<file path="src/hw/rtl/segmented_stack_set_assert.svh">
// Assertion macros for the segmented stack set.
// Included by the top level; no other dependencies.
`ifndef SEGMENTED_STACK_SET_ASSERT_SVH
`define SEGMENTED_STACK_SET_ASSERT_SVH
`ifndef SYNTH
`define SSS_ASSERT_IMP(name, clk, rst, ante, cons) \
   name: assert property (@(posedge clk) disable iff (rst) (ante) |-> (cons)) \
      else $error("sss: implication check failed");
`define SSS_ASSERT_NEXT(name, clk, rst, ante, cons) \
   name: assert property (@(posedge clk) disable iff (rst) (ante) |=> (cons)) \
      else $error("sss: next-cycle check failed");
`else
`define SSS_ASSERT_IMP(name, clk, rst, ante, cons)
`define SSS_ASSERT_NEXT(name, clk, rst, ante, cons)
`endif
`endif

</file>
<file path="src/hw/rtl/sss_pkg.sv">
// Shared types and constants for the segmented stack set.
// No dependencies.
`timescale 1ns / 1ps
`default_nettype none
package sss_pkg;

   typedef enum logic [1:0] {
      ACT_PUSH   = 2'd0,
      ACT_POP    = 2'd1,
      ACT_POP_AT = 2'd2,
      ACT_NOP    = 2'd3
   } action_type;

   typedef enum logic [1:0] {
      ST_OK     = 2'd0,
      ST_EMPTY  = 2'd1,
      ST_FULL   = 2'd2,
      ST_BADSEG = 2'd3
   } status_type;

   typedef enum logic [1:0] {
      ORD_LAST  = 2'd0,
      ORD_SIU   = 2'd1,
      ORD_IDX   = 2'd2,
      ORD_KNEXT = 2'd3
   } ord_sel_type;

   localparam logic [4:0] CAP_RESET = 5'd10;

   typedef struct packed {
      logic        capture;
      ord_sel_type ord_sel;
      logic        rd_fill;
      logic        push_store;
      logic        push_new;
      logic        pop_dec;
      logic        popat_dec;
      logic        shift_init;
      logic        shift_wr;
      logic        shift_end;
      logic        set_st;
      status_type  st;
      logic        rd_top;
      logic        emit;
   } cmd_type;

   typedef struct packed {
      action_type act;
      logic       idx_bad;
      logic       seg_full;
      logic       segs_max;
      logic       fill_zero;
      logic       fill_keep;
      logic       shift_more;
   } stat_type;

endpackage
`default_nettype wire

</file>
<file path="src/hw/rtl/sss_ctrl.sv">
// Controller state machine of the segmented stack set.
// Depends on sss_pkg; drives the datapath through cmd_type.
`timescale 1ns / 1ps
`default_nettype none
module sss_ctrl (
   input  wire logic              clock,
   input  wire logic              reset,
   input  wire logic              start,
   input  wire sss_pkg::stat_type stat,
   output logic                   busy,
   output logic                   rsp_valid,
   output sss_pkg::cmd_type       cmd
);

   typedef enum logic [3:0] {
      S_IDLE,
      S_DECODE,
      S_ORD,
      S_CHK,
      S_NEWSEG,
      S_SH_CHK,
      S_SH_WR,
      S_RP_ORD,
      S_RP_FILL,
      S_RP_TOP,
      S_RP_EMIT
   } state_type;

   state_type state_ff, state_in;
   logic      rsp_valid_ff, rsp_valid_in;

   always_comb begin
      state_in     = state_ff;
      cmd          = '0;
      cmd.ord_sel  = sss_pkg::ORD_LAST;
      cmd.st       = sss_pkg::ST_OK;
      rsp_valid_in = 1'b0;
      case (state_ff)
         S_IDLE: begin
            if (start) begin
               cmd.capture = 1'b1;
               state_in    = S_DECODE;
            end
         end
         S_DECODE: begin
            case (stat.act)
               sss_pkg::ACT_PUSH, sss_pkg::ACT_POP: begin
                  state_in = S_ORD;
               end
               sss_pkg::ACT_POP_AT: begin
                  if (stat.idx_bad) begin
                     cmd.set_st = 1'b1;
                     cmd.st     = sss_pkg::ST_BADSEG;
                     state_in   = S_RP_ORD;
                  end else begin
                     cmd.ord_sel = sss_pkg::ORD_IDX;
                     state_in    = S_ORD;
                  end
               end
               default: state_in = S_RP_ORD;
            endcase
         end
         S_ORD: begin
            cmd.rd_fill = 1'b1;
            state_in    = S_CHK;
         end
         S_CHK: begin
            state_in = S_RP_ORD;
            case (stat.act)
               sss_pkg::ACT_PUSH: begin
                  if (stat.seg_full) begin
                     if (stat.segs_max) begin
                        cmd.set_st = 1'b1;
                        cmd.st     = sss_pkg::ST_FULL;
                     end else begin
                        cmd.ord_sel = sss_pkg::ORD_SIU;
                        state_in    = S_NEWSEG;
                     end
                  end else begin
                     cmd.push_store = 1'b1;
                  end
               end
               sss_pkg::ACT_POP: begin
                  if (stat.fill_zero) begin
                     cmd.set_st = 1'b1;
                     cmd.st     = sss_pkg::ST_EMPTY;
                  end else begin
                     cmd.pop_dec = 1'b1;
                  end
               end
               sss_pkg::ACT_POP_AT: begin
                  if (stat.fill_zero) begin
                     cmd.set_st = 1'b1;
                     cmd.st     = sss_pkg::ST_BADSEG;
                  end else if (stat.fill_keep) begin
                     cmd.popat_dec = 1'b1;
                  end else begin
                     cmd.shift_init = 1'b1;
                     state_in       = S_SH_CHK;
                  end
               end
               default: state_in = S_RP_ORD;
            endcase
         end
         S_NEWSEG: begin
            cmd.push_new = 1'b1;
            state_in     = S_RP_ORD;
         end
         S_SH_CHK: begin
            if (stat.shift_more) begin
               cmd.ord_sel = sss_pkg::ORD_KNEXT;
               state_in    = S_SH_WR;
            end else begin
               cmd.shift_end = 1'b1;
               state_in      = S_RP_ORD;
            end
         end
         S_SH_WR: begin
            cmd.shift_wr = 1'b1;
            state_in     = S_SH_CHK;
         end
         S_RP_ORD: begin
            state_in = S_RP_FILL;
         end
         S_RP_FILL: begin
            cmd.rd_fill = 1'b1;
            state_in    = S_RP_TOP;
         end
         S_RP_TOP: begin
            cmd.rd_top = 1'b1;
            state_in   = S_RP_EMIT;
         end
         S_RP_EMIT: begin
            cmd.emit     = 1'b1;
            rsp_valid_in = 1'b1;
            state_in     = S_IDLE;
         end
         default: state_in = S_IDLE;
      endcase
   end

   always_ff @(posedge clock) begin
      if (reset) begin
         state_ff     <= S_IDLE;
         rsp_valid_ff <= 1'b0;
      end else begin
         state_ff     <= state_in;
         rsp_valid_ff <= rsp_valid_in;
      end
   end

   assign busy      = (state_ff != S_IDLE);
   assign rsp_valid = rsp_valid_ff;

endmodule
`default_nettype wire

</file>
<file path="config.mk">
export PLATFORM = sky130hd
export DESIGN_NAME = sss_ctrl
export DESIGN_NICKNAME = d
export VERILOG_FILES = /design/src/hw/rtl/segmented_stack_set_assert.svh /design/src/hw/rtl/sss_pkg.sv /design/src/hw/rtl/sss_ctrl.sv
export SDC_FILE = /design/constraint.sdc
export NUM_CORES = 1
export LEC_CHECK = 0
export ABC_AREA = 1
export ABC_CLOCK_PERIOD_IN_PS = 1750
export BUFFER_PORTS_ARGS = -buffer_cell sky130_fd_sc_hd__clkbuf_2
export CORE_MARGIN = 1
export CORE_UTILIZATION = 35
export DETAILED_ROUTE_END_ITERATION = 10
export PLACE_DENSITY_LB_ADDON = 0.25
export REMOVE_ABC_BUFFERS = 1
export SETUP_SLACK_MARGIN = 0.4
export SLEW_MARGIN = 20
export SYNTH_ARGS = -nofsm -noshare
export SYNTH_HDL_FRONTEND = slang
export SYNTH_SLANG_ARGS = --single-unit
export TNS_END_PERCENT = 30
</file>
<file path="constraint.sdc">
create_clock -name clock -period 1.75 [get_ports clock]
set_clock_uncertainty 0.2 [all_clocks]
set_input_delay 0.0875 -clock clock [delete_from_list [all_inputs] [get_ports clock]]
set_output_delay 0.0875 -clock clock [all_outputs]
set_load 0.02 [all_outputs]
</file>
==> impl_results.md, run 1 <==
* Sequential power share at 0.220
* I/O pin count at 29
* Hold EP: state_ff[0]$_SDFFE_PP0P_
* Final Max Slew Viols at 0
* Final Hold Violating Endpoints at 0
* GPL Wtd Cong at 0.805
* Area contributors post-synth: dfxtp_1 20%, nand2_1 16%, nor2_1 15%, inv_1 9.0%, nand3_1 8.0%
* Number of antenna-violating nets in the routed design at 0
* Routed wire per std cell at 10.6 um
* Hpwl dp at 1.03 mm
* P_sw at 511 uW
* Critical Path Fanout Max at 6
* Internal reg-to-reg setup slack at 0.35 ns
* PwrDens at 1180 nW/um2
* Hold path startpoint: start
* Largest net degree at the start of global routing at 8
* First-pass GRT wire length at 2.33 mm
* Outcome: complete, no violations
* Clock root buffer: clkbuf_4
* Core region area at 1320 um2
* Ant diodes at 0
* Cell area after synthesis at 500 um2
* Net Sw Frac at 0.511
* Period utilization at 0.900
* Unrepaired setup endpoints after global routing: yes
* Synth top area share at 0.200
* FF-to-FF path depth at 9
* Compound-cell area share of the yosys netlist at 0.103
* Synth async-reset ratio at 0
* Area growth, synth to finish at 68.7%
* Hold Crit Class: primary input to flip-flop
* Crit. End Element: primary output
* Placed insts at 132
* Die area at 1590 um2
* Initial Util at 0.380
* Fillers at 134
* Number of flops mapped to enable cells by yosys at 0
* Largest family of logic cells by synthesized area: simple AND/OR/NAND/NOR gates
* Mux cell area share after synthesis at 0
* Top cell type by total area after synthesis: dfxtp_1
* Startpoint Class: flip-flop
* Maximum clock path buffer count at 2
* Post-Synth Adder-Cell Area at 0
* 1st-iter DRT viols at 6
* Synth cell types at 20
* DRT Wirelength at 1.53 mm
* Clock Latency Late Sink at 0.25 ns
* Drt drc at 0
* CTS buffer count at 3
* Footprint of the multi-input gates at 398 um2
* TritonCTS clock tree: done
* Top_reg_cell synth: dfxtp_1
* Synth Instances at 90
* Height of the die at 39.8 um
* XOR/XNOR Fraction of Synth Area at 0
* Worst VDD drop at 0.482 mV
* Row cnt at 13
* Layout Cells excl Fill at 144
* Total grt overflow at 0
* Reg area at 113 um2
* Vias in the first global route at 586
* IO Port Bufs at 28
* GR Util All Layers at 0.218
* Critical Path RT at 1.46 ns
* Post-Route Setup TNS at 0 ns
* Vias per inst at 4.98
* Width of the die at 39.8 um
* Min Hold Slack at 0.0253 ns
* Setup CP Type: flip-flop to primary output
* Vias at 717
* Clock sinks at 5
* WHS Path Cells at 5
* Pre-antenna DRT Iters at 4
* Final net count at 141
* Slew @ Worst Pin at 0.229 ns
* Avg Cell Area, Syn at 5.56 um2
* Post-synthesis sequential area ratio at 0.200
* Initial antenna violation count at 0
* Critical R2R Capture: state_ff[0]$_SDFFE_PP0P_
* Most frequent cells in the layout: 20 x clkbuf_2, 19 x nand2_1, 16 x nor2_1, 12 x buf_4, 10 x inv_1
* Maximum capacitance violations at 0
* Final core utilization at 0.641
* Layout cells sized above 1 at 0.488
* Synth Area in Simple Gates at 0.578
* Crit path DAT at 1.29 ns
* Min cycle time layout at 1.58 ns
* Ys Warns at 0
* Number of synthesized register bits at 5
* Slew HR at 0.847
* Reg-to-Reg Start: state_ff[3]$_SDFFE_PP0P_
* Int Pwr at 488 uW
* Setup violators final at 0
* CTS H-tree lvls at 1
* Commonest non-fill, non-tap cell in the layout: clkbuf_2
* CTS clk-pin slew, worst paths at 0.05 ns
* Fmax at 0.635 GHz
* Clock share of power at 0.138
* Combinational power share at 0.642
* Leakage at 0.000436 uW
-- worst max-delay path, cell delays in order (launching register included) --
cell and delay, ns:
dfxtp_4 0.37, inv_4 0.07, nand2_4 0.07, nor2_4 0.13, buf_4 0.14, nand2_1 0.05, nand2_1 0.06, clkbuf_2 0.16
-- state kept, by name, indices dropped and copies added (netlist names) --
| register | cells |
|---|---|
| rsp_valid | 1 |
| state_ff | 4 |
-- power groups by stage --
| stage | sequential (uW) | combinational, uW | clock (uW) |
|---|---|---|---|
| floorplan | 181 | 381 | 0 |
| global placement | 189 | 511 | 0 |
| detailed placement | 190 | 512 | 0 |
| CTS | 213 | 600 | 141 |
| global route | 224 | 706 | 150 |
| finish | 220 | 642 | 138 |
-- Yosys cell counts (2+ instances only) --
master    number
nor3_1         4
nor2_1        20
dfxtp_1        5
nand3_1        8
nor4_2         2
nand2_2        3
o211ai_1       2
nand2_1       21
o21ai_0        2
inv_1         12
inv_2          2
-- cell families after synthesis --
family	count (synthesis)
DFF	5
AOI/OAI and AO/OA	8
buffers and inverters	15
and+or+nand+nor	62
-- final cells by class --
| type | instances | share of cell area |
|---|---|---|
| tap | 15 | 0.0222 |
| inverter | 14 | 0.0741 |
| clock buffer | 4 | 0.0311 |
| sequential | 5 | 0.133 |
| timing repair buffer | 36 | 0.268 |
| multi-input combinational | 70 | 0.471 |
-- how the worst max path moves through the flow --
stage | end | cells past startpoint | from | slack [ns]
final | cmd[3] | 7 | state_ff[2]$_SDFFE_PP0P_ | 0.17
after global routing | cmd[9] | 6 | state_ff[2]$_SDFFE_PP0P_ | 0.12
after CTS | cmd[14] | 6 | state_ff[2]$_SDFFE_PP0P_ | 0.14
after detailed placement | cmd[7] | 5 | state_ff[1]$_SDFFE_PP0P_ | 0.30
after global placement | cmd[2] | 6 | state_ff[1]$_SDFFE_PP0P_ | 0.28
after floorplan | cmd[2] | 4 | state_ff[1]$_SDFFE_PP0P_ | 0.22
-- per-stage QoR --
step	setup WS [ns]	instance area, um2	power [uW]
2_1_floorplan	0.221	493	562
3_3_place_gp	0.280	652	701
3_5_place_dp	0.298	652	702
4_1_cts	0.138	806	955
5_1_grt	0.123	845	1080
6_report	0.175	845	1000
-- repair_timing --
action | 4_1_cts | 5_1_grt
endpoints found under the setup margin | 17 | 19
resized for setup | 29 | 14
endpoints found under the hold margin | 5 | 0
cloned | 0 | 0
setup buffers | 6 | 1
pin swaps | 2 | 2
hold buffers | 1 | 0
-- metal layers --
layer / vias to the layer above / routed length, um / track usage / part of all wire
li1: 371 / - / - / -
met1: 322 / 664 / 0.258 / 0.43
met2: 24 / 784 / 0.381 / 0.51
met3: 0 / 84 / 0.0909 / 0.055
met4: 0 / 0 / 0 / 0
met5: - / 0 / 0 / 0
(Power assumes the default switching activity.)
==> run 2, diff against run 1 <==
- ABC_AREA: 1 -> default
- ABC_CLOCK_PERIOD_IN_PS: 1750 -> 2000
- SETUP_SLACK_MARGIN: 0.4 -> 0.2
- clock period: 1.75 -> 2 ns (I/O delays scaled with it)
==> run 2 against run 1 <==
Synthesized cell count fell by 18%. Design area is 7.3% lower. Register-to-register slack better by 0.11 ns. Count of clock-buffer cells in the layout is the same. Wire length down 2.4%. Final cell count fell by 17%. Sequential power fell by 41%. Power fell by 56%. Die area grew 10%. Critical path type unchanged. Largest cell class unchanged. Combinational power down 69%. Setup slack improved by 0.045 ns.
==> impl_results.md, run 2 <==
* Routed wire per std cell at 12.6 um (+18%)
* Crit path DAT at 1.48 ns (+0.19 ns)
* Setup WS pre-CTS at 0.305 ns (+0.00651 ns)
* TritonCTS clock tree: done
* Final Total Pwr at 442 uW (-56%)
* Min cycle time layout at 1.78 ns
* Fmax at 0.562 GHz
* Initial antenna violation count at 0 (unchanged)
* Worst VDD drop at 0.197 mV (-59%)
* Die area at 1750 um2 (+10%)
* Synth async-reset ratio at 0 (unchanged)
* Area growth, synth to finish at 41.3%
* Most instantiated library cell after synthesis: dfxtp_1
* Top_reg_cell synth: dfxtp_1
* Setup CP Type: flip-flop to primary output
* Outcome: complete, no violations
* Largest net degree at the start of global routing at 17 (+9)
* Crit. End Element: primary output
* Total grt overflow at 0 (unchanged)
* Final WS setup at 0.219 ns (+0.0445 ns)
* Post-Route Setup TNS at 0 ns (unchanged)
* Slew @ Worst Pin at 0.326 ns (+0.0971 ns)
* Area contributors post-synth: dfxtp_1 18%, nor3b_1 4.1%, a21oi_1 3.6%, and3_1 3.4%, nand2b_1 3.4%
* GPL Wtd Cong at 0.830 (+3.1%)
* Avg Cell Area, Syn at 7.49 um2 (+35%)
* Maximum capacitance violations at 0 (unchanged)
* Compound-cell area share of the yosys netlist at 0.230 (+0.128)
* IO Port Bufs at 28 (unchanged)
* Most frequent cells in the layout: 24 x clkbuf_2, 5 x clkbuf_4, 4 x inv_1, 4 x nand2_1, 4 x a21oi_1
* Drt drc at 0 (unchanged)
* CTS buffer count at 3 (unchanged)
* Commonest non-fill, non-tap cell in the layout: clkbuf_2
* Final Hold Violating Endpoints at 0 (unchanged)
* Slew HR at 0.780 (-0.0671)
* Initial Util at 0.401 (+0.0210)
* Number of antenna-violating nets in the routed design at 0 (unchanged)
* Layout cells sized above 1 at 0.452 (-0.0364)
* Final Max Slew Viols at 0 (unchanged)
* Synth top cells by count: 5 x dfxtp_1, 4 x a21oi_1, 4 x inv_1, 4 x nand2_1
* Clock Latency Late Sink at 0.24 ns (about the same)
* Post-Synth Adder-Cell Area at 0 (unchanged)
* Synth top area share at 0.181 (-0.0194)
* Final net count at 116 (-18%)
* Critical Path RT at 1.70 ns (+0.24 ns)
* XOR/XNOR Fraction of Synth Area at 0.0158 (+0.0158)
* Clock sinks at 5 (unchanged)
* Number of flops mapped to enable cells by yosys at 0 (unchanged)
* Ant diodes at 0 (unchanged)
* Top cell type by total area after synthesis: dfxtp_1
* GR Util All Layers at 0.165 (-0.0522)
* Post-synthesis sequential area ratio at 0.181 (-0.0194)
* PwrDens at 564 nW/um2 (-52%)
* Unrepaired setup endpoints after global routing: yes
* Synth Area in Simple Gates at 0.463 (-0.115)
* Largest Register: state_ff
* 1st-iter DRT viols at 20 (+14)
* Vias per inst at 5.65 (+13%)
* I/O pin count at 29 (unchanged)
* Height of the die at 41.8 um (+5.0%)
* Number of synthesized register bits at 5 (unchanged)
* Clock root buffer: clkbuf_4
* Hold Crit Class: primary input to flip-flop
* Synth Instances at 74 (-18%)
* Mux cell area share after synthesis at 0.0203 (+0.0203)
* DRT Wirelength at 1.50 mm (-2.4%)
* Vias at 672 (-6.3%)
* Setup violators final at 0 (unchanged)
* Vias in the first global route at 550 (-6.1%)
* First-pass GRT wire length at 2.31 mm (-0.60%)
* Max reg flops at 4 (unchanged)
* Leakage at 0.000336 uW (-23%)
* Synth cell types at 43 (+110%)
* CTS H-tree lvls at 1 (unchanged)
* Row cnt at 13 (unchanged)
* Core region area at 1380 um2 (+4.9%)
* Pre-antenna DRT Iters at 4 (unchanged)
* Width of the die at 41.8 um (+5.0%)
* CTS clk-pin slew, worst paths at 0.05 ns (about the same)
* Largest family of logic cells by synthesized area: simple AND/OR/NAND/NOR gates
* Critical Path Fanout Max at 16 (+10)
* Ys Warns at 0 (unchanged)
* Period utilization at 0.890
* Hpwl dp at 1.06 mm (+3.1%)
* Cell area after synthesis at 554 um2 (+11%)
* Maximum clock path buffer count at 2 (unchanged)
* Startpoint Class: flip-flop
run 2: cell types whose count changed after synthesis, moves of 6 or more:
cell / change
nor2_1: -17
nand3_1: -6
inv_1: -8
nand2_1: -17
run 2: final cells by class:
class                   instances  area (um2)
multi-input cells              59         433
inverters                       4        15.0
fillers                       128         599
flip-flops and latches          5         106
clock buffers                   4        26.3
well taps                      15        18.8
repair buffers                 32         184
run 2: metal layers:
| metal | wire length, um | part of all wire | global-route usage |
|---|---|---|---|
| met5 | 0 | 0 | 0 |
| met4 | 38 | 0.025 | 0.116 |
| met3 | 75 | 0.050 | 0.00870 |
| met2 | 687 | 0.46 | 0.250 |
| met1 | 694 | 0.46 | 0.221 |
run 2: repair_timing:
action	in CTS	in global routing
resized for setup	5	10
setup endpoints to repair	8	8
hold buffers	1	0
setup buffers	1	0
pin swaps	2	1
endpoints found under the hold margin	5	0
run 2: worst max-delay path: stages (launching register included):
cell and delay (ns):
dfxtp_4 0.39, and4bb_4 0.41, nand4b_1 0.14, o21ai_0 0.11, clkbuf_2 0.19
run 2: power by group:
group          switching, uW  internal (uW)  leakage (uW)
logic                    113           82.3      0.000279
clock network           41.2           75.4     0.0000150
registers               19.7            110     0.0000422
total                    174            268      0.000336
run 2: cells by family (layout without fill, tap and decap cells):
family | after synthesis | count (layout)
XOR/XNOR | 1 | 1
flip-flops | 5 | 5
buffers and inverters | 10 | 40
AO/OA/AOI/OAI | 19 | 19
AND/OR/NAND/NOR | 38 | 38
multiplexers | 1 | 1
run 2: worst paths after layout:
check                                         startpoint                  endpoint  slack, ns  cells after the start
worst max-delay path            state_ff[3]$_SDFFE_PP0P_                    cmd[2]       0.22                      4
worst min-delay path                             stat[0]  state_ff[0]$_SDFFE_PP0P_       0.02                      3
worst max register to register  state_ff[2]$_SDFFE_PP0P_  state_ff[0]$_SDFFE_PP0P_       0.46                      3
worst min register to register  state_ff[3]$_SDFFE_PP0P_  state_ff[3]$_SDFFE_PP0P_       0.38                      2
run 2: per-stage QoR:
step / hold WS (ns) / utilization / instances / cell area [um2]
finish: 0.0153 / 0.567 / 119 / 783
floorplan: -0.0309 / - / 68 / 519
global route: 0.0164 / 0.567 / 119 / 783
detailed placement: 0.0810 / 0.501 / 113 / 693
global placement: 0.0781 / 0.501 / 113 / 693
CTS: 0.00518 / 0.540 / 119 / 747
